==> src/hdl/fpc_pkg.sv <==
// ----------------------------------------------------------------------------
// fpc_pkg
// Shared types, constants and helpers for the frustum plane / sphere cull block.
// ----------------------------------------------------------------------------
package fpc_pkg;

   localparam int NUM_PLANES = 6;
   localparam int FRAC_BITS  = 16;
   localparam int NUM_W      = 32 + FRAC_BITS;   // divider numerator / quotient width
   localparam int STEP_W     = $clog2(NUM_W);    // iteration counter
   localparam int PLANE_W    = $clog2(NUM_PLANES);

   typedef logic signed [31:0] word_type;

   typedef enum logic {
      KIND_LOAD  = 1'b0,
      KIND_QUERY = 1'b1
   } kind_type;

   // one queued command: load carries six column sums, query carries center and radius
   typedef struct packed {
      kind_type                    kind;
      logic [1:0]                  row;
      logic [NUM_PLANES-1:0][31:0] word;
   } entry_type;

   // near, far, left, right, top, bottom
   localparam logic [1:0] PLANE_COL [NUM_PLANES] = '{2'd2, 2'd2, 2'd0, 2'd0, 2'd1, 2'd1};
   localparam logic       PLANE_ADD [NUM_PLANES] = '{1'b1, 1'b0, 1'b1, 1'b0, 1'b0, 1'b1};

   typedef enum logic [3:0] {
      ST_IDLE,
      ST_LOAD,
      ST_NSQ_MUL,
      ST_NSQ_ACC,
      ST_SQRT,
      ST_DIV_SETUP,
      ST_DIV,
      ST_DIV_WR,
      ST_QSTART,
      ST_QMUL,
      ST_QACC,
      ST_QCHK
   } state_type;

   typedef struct packed {
      logic pop;
      logic resp;
      logic visible;
      logic pvalid;
   } ctl_type;

   function automatic word_type sat33(input logic signed [32:0] v);
      word_type r;
      if (v[32] != v[31]) begin
         r = v[32] ? 32'sh8000_0000 : 32'sh7fff_ffff;
      end else begin
         r = v[31:0];
      end
      return r;
   endfunction

endpackage

==> src/hdl/fpc_queue.sv <==
// ----------------------------------------------------------------------------
// fpc_queue
// Two-entry command queue between the front and the back.
// ----------------------------------------------------------------------------
module fpc_queue (
   input  logic                clock,
   input  logic                reset,
   input  logic                push,
   input  fpc_pkg::entry_type  push_entry,
   input  logic                pop,
   output fpc_pkg::entry_type  head,
   output logic                head_valid,
   output logic                full
);

   fpc_pkg::entry_type mem_ff [2];
   logic               wr_ff, wr_in;
   logic               rd_ff, rd_in;
   logic [1:0]         cnt_ff, cnt_in;
   logic               do_pop;

   assign full       = (cnt_ff == 2'd2);
   assign head_valid = (cnt_ff != 2'd0);
   assign head       = mem_ff[rd_ff];
   assign do_pop     = pop & head_valid;

   always_comb begin
      wr_in  = push ? ~wr_ff : wr_ff;
      rd_in  = do_pop ? ~rd_ff : rd_ff;
      cnt_in = cnt_ff + {1'b0, push} - {1'b0, do_pop};
   end

   always_ff @(posedge clock) begin
      if (reset) begin
         wr_ff  <= 1'b0;
         rd_ff  <= 1'b0;
         cnt_ff <= 2'd0;
      end else begin
         wr_ff  <= wr_in;
         rd_ff  <= rd_in;
         cnt_ff <= cnt_in;
      end
      if (push) begin
         mem_ff[wr_ff] <= push_entry;
      end
   end

endmodule

==> config.mk <==
export PLATFORM = sky130hd
export DESIGN_NAME = fpc_queue
export DESIGN_NICKNAME = d
export VERILOG_FILES = /design/src/hdl/fpc_pkg.sv /design/src/hdl/fpc_queue.sv
export SDC_FILE = /design/constraint.sdc
export NUM_CORES = 1
export LEC_CHECK = 0
export BUFFER_PORTS_ARGS = -buffer_cell sky130_fd_sc_hd__buf_2
export CELL_PAD_IN_SITES_DETAIL_PLACEMENT = 0
export CELL_PAD_IN_SITES_GLOBAL_PLACEMENT = 2
export CORE_UTILIZATION = 39
export CTS_CLUSTER_SIZE = 20
export DETAILED_ROUTE_END_ITERATION = 10
export PLACE_DENSITY = 0.84
export SYNTH_ARGS = -nofsm -noshare
export SYNTH_HDL_FRONTEND = slang
export SYNTH_SLANG_ARGS = --single-unit
export TNS_END_PERCENT = 30
==> constraint.sdc <==
create_clock -name clock -period 11.8 [get_ports clock]
set_input_delay 0.59 -clock clock [delete_from_list [all_inputs] [get_ports clock]]
set_output_delay 0.59 -clock clock [all_outputs]
set_load 0.01 [all_outputs]
==> metrics.md <==
| Metric | Value |
|---|---|
| Status | complete, no violations |
| Placement Cell Area | 17,400 um2 |
| HP Class | primary input to register |
| Top Ports | 396 |
| Global-route wire length before repair | 41,640 um |
| Met2 Use GR | 23.55% |
| Fin area | 18,630 um2 |
| Average size of a mapped cell | 23.71 um2 |
| Critical Path RT | 11,210 ps |
| Worst R2R Path Depth | 3 |
| Routing usage on met3 | 4.923% |
| Post-Route WL | 28,850 um |
| Crit Path Class | register to primary output |
| RSZ-0062 raised after global routing | false |
| Critical Path Stages | 4 |
| CP top delay family | buffers and inverters |
| Setup TNS Final | 0 ps |
| Worst Clk Skew | 12.62 ps |
| GR peak layer | met2 |
| DRT Pass-1 Iters | 4 |
| FP Rows | 71 |
| Part of the cycle the worst path needs | 34.46% |
| Synth cell types | 15 |
| Pre-CTS setup slack | 8204 ps |
| Die span in y | 197.7 um |
| Detailed Place HPWL | 19,980 um |
| Initial drt markers | 315 |
| Leak | 0.007214 uW |
| Tmin final | 4066 ps |
| Final nets | 1,254 |
| CP endpoint kind | primary output |
| Worst path most repeated cell | buf_4 |
| Antenna-violating nets left | 0 |
| Register bit total from synthesis | 395 |
| Crit-path slowest cell | buf_4 |
| Vias post-DR | 7,225 |
| TritonCTS buffer count | 40 |
| CTS root buffer | clkbuf_16 |
| Area growth from synthesis to layout | 24.75% |
| Highest clock rate | 0.2460 GHz |
| Global-route congestion overflow total | 0 |
| Core box area | 37,670 um2 |
| Slew HR | 32.14% |
| Vias in the first global route | 7,293 |
| Met1 usage | 17.05% |
| CP max stage delay | 820 ps |
| Post-synthesis cell count | 630 |
| Worst setup margin | 7734 ps |
| Most frequent cells in the layout | buf_2 (395), edfxtp_1 (390), mux2_4 (150), mux2_2 (47), clkbuf_16 (41) |
| Hold-fix buffers at CTS | 0 |
| Cells along the critical path | buf_4 > buf_4 > mux2_4 > buf_2 |
| Worst VDD drop | 0.1328 mV |
| CP Launch Type | register |
| Via density per instance | 4.527 |
| Pwr Density | 192.1 nW/um2 |
| Hold depth | 1 |
| Clock-pin slew on the worst setup and hold paths | 60 ps |
| Yosys warnings | 0 |
| Area share of the largest cell type after synthesis | 78.41% |
| Final slew viol count | 0 |
| Actual slew at the worst max-slew pin | 1018 ps |
| Buffers plus inverters on the worst setup path | 3 |
| Clk buf depth | 3 |
| Post-CTS Setup Bufs | 0 |
| Syn_nets | 831 |
| GRT Total Usage | 14.24% |
| Clk sink count | 395 |
| Die X | 197.7 um |
| CTS tree | yes |
| PostCTS Resize Cnt | 0 |
| Insertion delay to the later sink of the worst-skew pair | 530 ps |
| Full die area | 39,080 um2 |
| # setup viols final | 0 |
| Effective utilization at floorplan | 39.65% |
| Seq/Total Area, Yosys | 79.08% |
| Final hold viol count | 0 |
| Number of remaining DRC errors | 0 |
| Port Buf Inserts | 395 |
| Area of the mapped netlist | 14,940 um2 |
| Antenna violations before repair | 8 |
| Largest net degree at the start of global routing | 77 |
| H-tree depth | 2 |
| Worst EP arrival | 3480 ps |
| GP Congestion | 0.7273 |
| Critical-path maximum fanout | 53 |
| Commonest non-fill, non-tap cell in the layout | buf_2 |
| Max-Cap Viols | 0 |
| Share of cells above drive strength 1 | 60.46% |
| Top cells by area, synth | edfxtp_1 (78%), mux2_4 (15%), mux2_2 (3.5%) |
| Cell taking the most area after synthesis | edfxtp_1 |
| DR WL/cell | 18.08 um |
==> metrics by stage <==
step	cells	utilization, %	power [uW]	hold WS (ps)
2_1_floorplan	630	-	2233	496.5
3_3_place_gp	1522	46.20	2432	564.9
3_5_place_dp	1522	46.20	2442	579.0
4_1_cts	1591	49.43	3630	196.4
5_1_grt	1593	49.45	3726	207.5
6_report	1596	49.47	3578	240.5
==> cells in the mapped netlist <==
master / instances
buf_2: 4
nor2b_1: 4
xnor2_1: 1
edfxtp_1: 390
inv_1: 2
and2_1: 1
xnor3_1: 1
buf_6: 18
dfxtp_1: 5
ha_1: 2
mux2_4: 150
nor2_1: 3
mux2_2: 47
o21a_1: 1
or2_2: 1
==> state kept, by name, summed over array words and instances (netlist names), named ones only <==
| name | cells |
|---|---|
| mem_ff | 390 |
| cnt_ff | 2 |
| rd_ff | 1 |
| wr_ff | 1 |
==> routing by layer <==
metal / share of wire [%] / up-vias / routed length (um)
met5: 0.27 / - / 79
met2: 49 / 265 / 14130
met4: 2.2 / 10 / 647
met1: 40 / 3537 / 11430
met3: 8.9 / 51 / 2567
li1: - / 3362 / -
==> final timing paths <==
kind / from / end / slack, ps
max: register / head[126] / 7730
min: push_entry[181] / mem_ff[1][181] / 240
max reg2reg: wr_ff / mem_ff[0][114] / 8830
min reg2reg: wr_ff / wr_ff / 600
==> cell families after synthesis <==
logic type,synth area share (%)
AND/OR/NAND/NOR,0.3267
AO/OA/AOI/OAI,0.05028
flip-flops,79.08
XOR/XNOR,0.2094
adder cells (fa/ha/maj),0.1675
buffers and inverters,1.541
multiplexers,18.62
==> power by group <==
group,internal [uW],switching [uW]
clock network,697,484
logic,381,328
registers,1640,43.5
total,2720,855
==> area by class of cell <==
| cell class | instances | area, um2 |
|---|---|---|
| Clock buffer | 49 | 1056 |
| Sequential cell | 395 | 11820 |
| Fill cell | 3201 | 19030 |
| Antenna cell | 5 | 12.51 |
| Multi-Input combinational cell | 211 | 2904 |
| Clock inverter | 20 | 160.2 |
| Inverter | 2 | 7.507 |
| Tap cell | 511 | 639.4 |
| Timing Repair Buffer | 403 | 2037 |
No activity file was read; power rests on OpenSTA's default activity.
