<file path="config.mk">
export PLATFORM = sky130hd
export DESIGN_NAME = fpc_front
export DESIGN_NICKNAME = d
export VERILOG_FILES = /design/src/hdl/fpc_pkg.sv /design/src/hdl/fpc_front.sv
export SDC_FILE = /design/constraint.sdc
export NUM_CORES = 1
export LEC_CHECK = 0
export BUFFER_PORTS_ARGS = -buffer_cell sky130_fd_sc_hd__buf_4
export CORE_AREA = 2 2 178 180
export DETAILED_ROUTE_END_ITERATION = 6
export DIE_AREA = 0 0 180 182
export GPL_ROUTABILITY_DRIVEN = 0
export PLACE_DENSITY = 0.69
export SLEW_MARGIN = 20
export SYNTH_ARGS = -nofsm -noshare
export SYNTH_HDL_FRONTEND = slang
export SYNTH_SLANG_ARGS = --single-unit
</file>
<file path="constraint.sdc">
create_clock -name vclk -period 20.4
set_clock_uncertainty 0.1 [all_clocks]
set_input_delay 6.12 -clock vclk [all_inputs]
set_output_delay 6.12 -clock vclk [all_outputs]
set_load 0.005 [all_outputs]
</file>
<file path="src/hdl/fpc_pkg.sv">
// ----------------------------------------------------------------------------
// fpc_pkg
// Shared types, constants and helpers for the frustum plane / sphere cull block.
// ----------------------------------------------------------------------------
package fpc_pkg;

   localparam int NUM_PLANES = 6;
   localparam int FRAC_BITS  = 16;
   localparam int NUM_W      = 32 + FRAC_BITS;   // divider numerator / quotient width
   localparam int STEP_W     = $clog2(NUM_W);    // iteration counter
   localparam int PLANE_W    = $clog2(NUM_PLANES);

   typedef logic signed [31:0] word_type;

   typedef enum logic {
      KIND_LOAD  = 1'b0,
      KIND_QUERY = 1'b1
   } kind_type;

   // one queued command: load carries six column sums, query carries center and radius
   typedef struct packed {
      kind_type                    kind;
      logic [1:0]                  row;
      logic [NUM_PLANES-1:0][31:0] word;
   } entry_type;

   // near, far, left, right, top, bottom
   localparam logic [1:0] PLANE_COL [NUM_PLANES] = '{2'd2, 2'd2, 2'd0, 2'd0, 2'd1, 2'd1};
   localparam logic       PLANE_ADD [NUM_PLANES] = '{1'b1, 1'b0, 1'b1, 1'b0, 1'b0, 1'b1};

   typedef enum logic [3:0] {
      ST_IDLE,
      ST_LOAD,
      ST_NSQ_MUL,
      ST_NSQ_ACC,
      ST_SQRT,
      ST_DIV_SETUP,
      ST_DIV,
      ST_DIV_WR,
      ST_QSTART,
      ST_QMUL,
      ST_QACC,
      ST_QCHK
   } state_type;

   typedef struct packed {
      logic pop;
      logic resp;
      logic visible;
      logic pvalid;
   } ctl_type;

   function automatic word_type sat33(input logic signed [32:0] v);
      word_type r;
      if (v[32] != v[31]) begin
         r = v[32] ? 32'sh8000_0000 : 32'sh7fff_ffff;
      end else begin
         r = v[31:0];
      end
      return r;
   endfunction

endpackage

</file>
<file path="src/hdl/fpc_front.sv">
// ----------------------------------------------------------------------------
// fpc_front
// Takes request transfers, forms the six plane column sums of a load row or
// packs the query operands into one queue entry.
// ----------------------------------------------------------------------------
module fpc_front (
   input  logic                    start,
   input  logic                    busy,
   input  logic                    req_type,
   input  logic [1:0]              req_row_index,
   input  logic signed [31:0]      req_elem_0,
   input  logic signed [31:0]      req_elem_1,
   input  logic signed [31:0]      req_elem_2,
   input  logic signed [31:0]      req_elem_3,
   input  logic signed [31:0]      req_center_x,
   input  logic signed [31:0]      req_center_y,
   input  logic signed [31:0]      req_center_z,
   input  logic [30:0]             req_radius,
   output logic                    push,
   output fpc_pkg::entry_type      entry
);

   logic signed [31:0] elem [4];
   logic signed [31:0] tcol;
   logic signed [32:0] csum;

   assign push = start & ~busy;

   always_comb begin
      elem[0] = req_elem_0;
      elem[1] = req_elem_1;
      elem[2] = req_elem_2;
      elem[3] = req_elem_3;
      tcol    = '0;
      csum    = '0;
      entry.kind = fpc_pkg::kind_type'(req_type);
      entry.row  = req_row_index;
      entry.word = '0;
      if (req_type == fpc_pkg::KIND_QUERY) begin
         entry.word[0] = req_center_x;
         entry.word[1] = req_center_y;
         entry.word[2] = req_center_z;
         entry.word[3] = {1'b0, req_radius};
      end else begin
         for (int p = 0; p < fpc_pkg::NUM_PLANES; p++) begin
            tcol = elem[fpc_pkg::PLANE_COL[p]];
            if (fpc_pkg::PLANE_ADD[p]) begin
               csum = {elem[3][31], elem[3]} + {tcol[31], tcol};
            end else begin
               csum = {elem[3][31], elem[3]} - {tcol[31], tcol};
            end
            entry.word[p] = fpc_pkg::sat33(csum);
         end
      end
   end

endmodule

</file>
==> impl_metrics.py <==
metrics = {
    "worst_setup_path": {
        "required_ps": 14180,
        "cp_max_fo": 17,
        "critPathLaunchType": "input pin",
        "path_class": "input pin to output port",
        "cp.arrival_ps": 11560,
        "cp-end-kind": "output port",
    },
    "synthesis": {
        "yosys_warnings": 0,
        "muxShareOfSynthArea_pct": 1.01,
        "syn-num-nets": 2481,
        "synth_area_leader_cell": "ha_1",
        "synth-simple-area-share_pct": 19.3,
        "syn_area_um2": 12900,
        "ys_top_cells_by_area": "ha_1 (19%), xnor2_1 (9.1%), a21oi_1 (9.0%)",
        "syn_avg_cell_area_um2": 6.40,
        "synth_top_family_by_area": "compound AO/OA/AOI/OAI gates",
        "synthCells": 2015,
        "synth_compound_area_share_pct": 37.1,
        "synth_fa_ha_area_share_pct": 21.3,
        "synth_cell_type_count": 83,
        "synth_xor_area_share_pct": 10.7,
        "ys_seq_area_share_pct": 0,
        "synth_top_area_share_pct": 19.4,
    },
    "detailed_routing": {
        "ant_nets": 0,
        "wl_met1_mm": 23.0,
        "drt-initial-drc-count": 1415,
        "wl_met2_mm": 27.3,
        "wl_mm": 56.3,
        "dr_total_vias": 16200,
        "wl_met3_mm": 4.38,
        "vias_per_cell": 5.89,
        "maxUsedRoutingLayer": "met4",
        "wire_per_inst_um": 20.5,
        "drc": 1,
        "first_pass_iters": 7,
    },
    "place": {
        "io_buffer_count": 452,
        "dpl.cell_count": 2754,
        "post-dp-hpwl_mm": 47.6,
    },
    "cells_and_area": {
        "diodes": 0,
        "final_core_util_pct": 52.8,
        "drive_above_1_share_pct": 21.3,
        "nFillCells": 3116,
        "multiInputGateArea_um2": 11500,
        "mostFrequentLayoutCell": "buf_4",
        "seq_area_um2": 0,
        "fin_cells": 2754,
        "mostFrequentLayoutCells": "buf_4 (462), a21oi_1 (232), inv_1 (217), ha_1 (200), nor2_1 (186)",
        "design.seq.count": 0,
        "area_growth_pct": 26.8,
        "final.clkbuf_count": 0,
        "nNetsFinal": 2820,
    },
    "grt": {
        "antenna_found_initial": 0,
        "grt_max_degree": 58,
        "grt_first_pass_wirelength_mm": 85.1,
        "grt_pass1_vias": 15600,
        "overflow": 0,
        "gr-usage-all-layers_pct": 32.1,
    },
    "timing": {
        "relSlewSlack_pct": 40.2,
        "rsz0062_at_grt": "no",
        "tightest_slew_ps": 885,
        "max_freq_ghz": 0.0563,
        "setup_viol": 0,
        "finalHoldViolCount": 0,
        "min_period_over_period_pct": 87.1,
        "setup_tns_ps": 0,
        "finalMaxSlewViolations": 0,
        "period_needed_ps": 17780,
        "hold_slack_ps": 12140,
    },
    "clock_tree": {
        "hold_buffers": 0,
        "ctsResizeCount": 0,
        "cts_setup_buffers": 0,
    },
    "floorplan": {
        "io-pin-count": 456,
        "rows": 65,
        "dieHeight_um": 182,
        "die_x_um": 180,
        "die-area_um2": 32800,
        "initial_core_util_pct": 41.6,
        "core-area_um2": 31000,
    },
    "run": {
        "drv_cap": 0,
    },
    "power_and_ir_drop": {
        "power_switching_mw": 0.421,
        "clockPowerShare_pct": 0,
        "p_per_area_nw_per_um2": 45.0,
        "p_int_mw": 0.316,
        "swShare_pct": 57.2,
        "power_frac_seq_pct": 0,
        "p_leak_nw": 7.93,
        "peakVddDrop_mv": 0.0252,
        "p_comb_share_pct": 100.0,
        "power_mw": 0.737,
    },
    "run_status": {
        "violations": "design-rule violations",
        "status": "complete, but fails checks",
    },
    "worst_hold_path": {
        "hold_class": "input pin to output port",
    },
}
-- power groups by stage --
stage,Clock [mW],Sequential [mW],Combinational (mW)
after floorplan,0,0,0.418
after CTS,0,0,0.728
after global placement,0,0,0.718
after global routing,0,0,0.794
final,0,0,0.737
after detailed placement,0,0,0.724
-- cells by family after synthesis --
family,after synthesis
buffers and inverters,346
AOI/OAI and AO/OA,739
xor gates and xnor gates,158
adders and majority gates,218
and+or+nand+nor,542
muxes,12
-- path summary, 6_finish.rpt --
path	from	to	cells past startpoint
worst max-delay path	req_elem_3[0]	entry[59]	17
worst min-delay path	req_row_index[0]	entry[192]	0
-- through the flow --
step                      setup WS [ps]  instance area [um2]
final                              2620                16400
after global routing               2470                16400
after CTS                          2810                16400
after detailed placement           2840                16400
after global placement             2900                16400
after floorplan                    4300                12900
-- layer usage --
metal	vias to the layer above	global-route usage, %
met3	103	3.99
met4	0	8.13
met1	7486	39.8
li1	7779	-
met2	855	58.5
met5	-	0
-- final cells by class --
cell class / count / share of cell area (%)
inverter: 220 / 5.05
timing repair buffer: 463 / 21.3
tap: 402 / 3.08
multi-input combinational: 1669 / 70.6
-- worst max-delay path: stages --
cell	delay (ps)
buf_4	150
inv_1	180
ha_1	210
inv_1	60
fa_1	430
a211oi_1	380
o21ai_0	270
nand4_1	200
a211oi_1	140
o41ai_1	740
nor2_1	110
a41oi_1	470
ha_1	330
nand2b_1	640
nand2_1	630
o22a_1	340
buf_4	140
-- synth_stat cells, types with 6 or more instances --
cell / number
maj3_1: 11
a21boi_0: 28
inv_1: 217
nand4_1: 13
nand2_1: 148
o22a_1: 10
a2111oi_0: 9
fa_1: 6
nand3_1: 31
a211oi_1: 15
o21bai_1: 46
a221o_1: 8
o21ai_0: 153
buf_2: 21
and2_1: 6
buf_4: 9
buf_1: 6
ha_1: 200
o21a_1: 16
a221oi_1: 17
nor4_1: 16
o31ai_1: 35
xor2_1: 24
a31oi_1: 26
xnor2_1: 134
and3_1: 10
or2_2: 7
nor2b_1: 25
o311ai_0: 6
mux2_2: 8
o21ai_1: 12
a21oi_1: 232
o211ai_1: 18
nor3_1: 48
a2bb2oi_1: 6
a21o_1: 40
nand2b_1: 27
or3_1: 7
nor2_1: 186
clkbuf_1: 86
a41oi_1: 6
(Power assumes the default switching activity.)
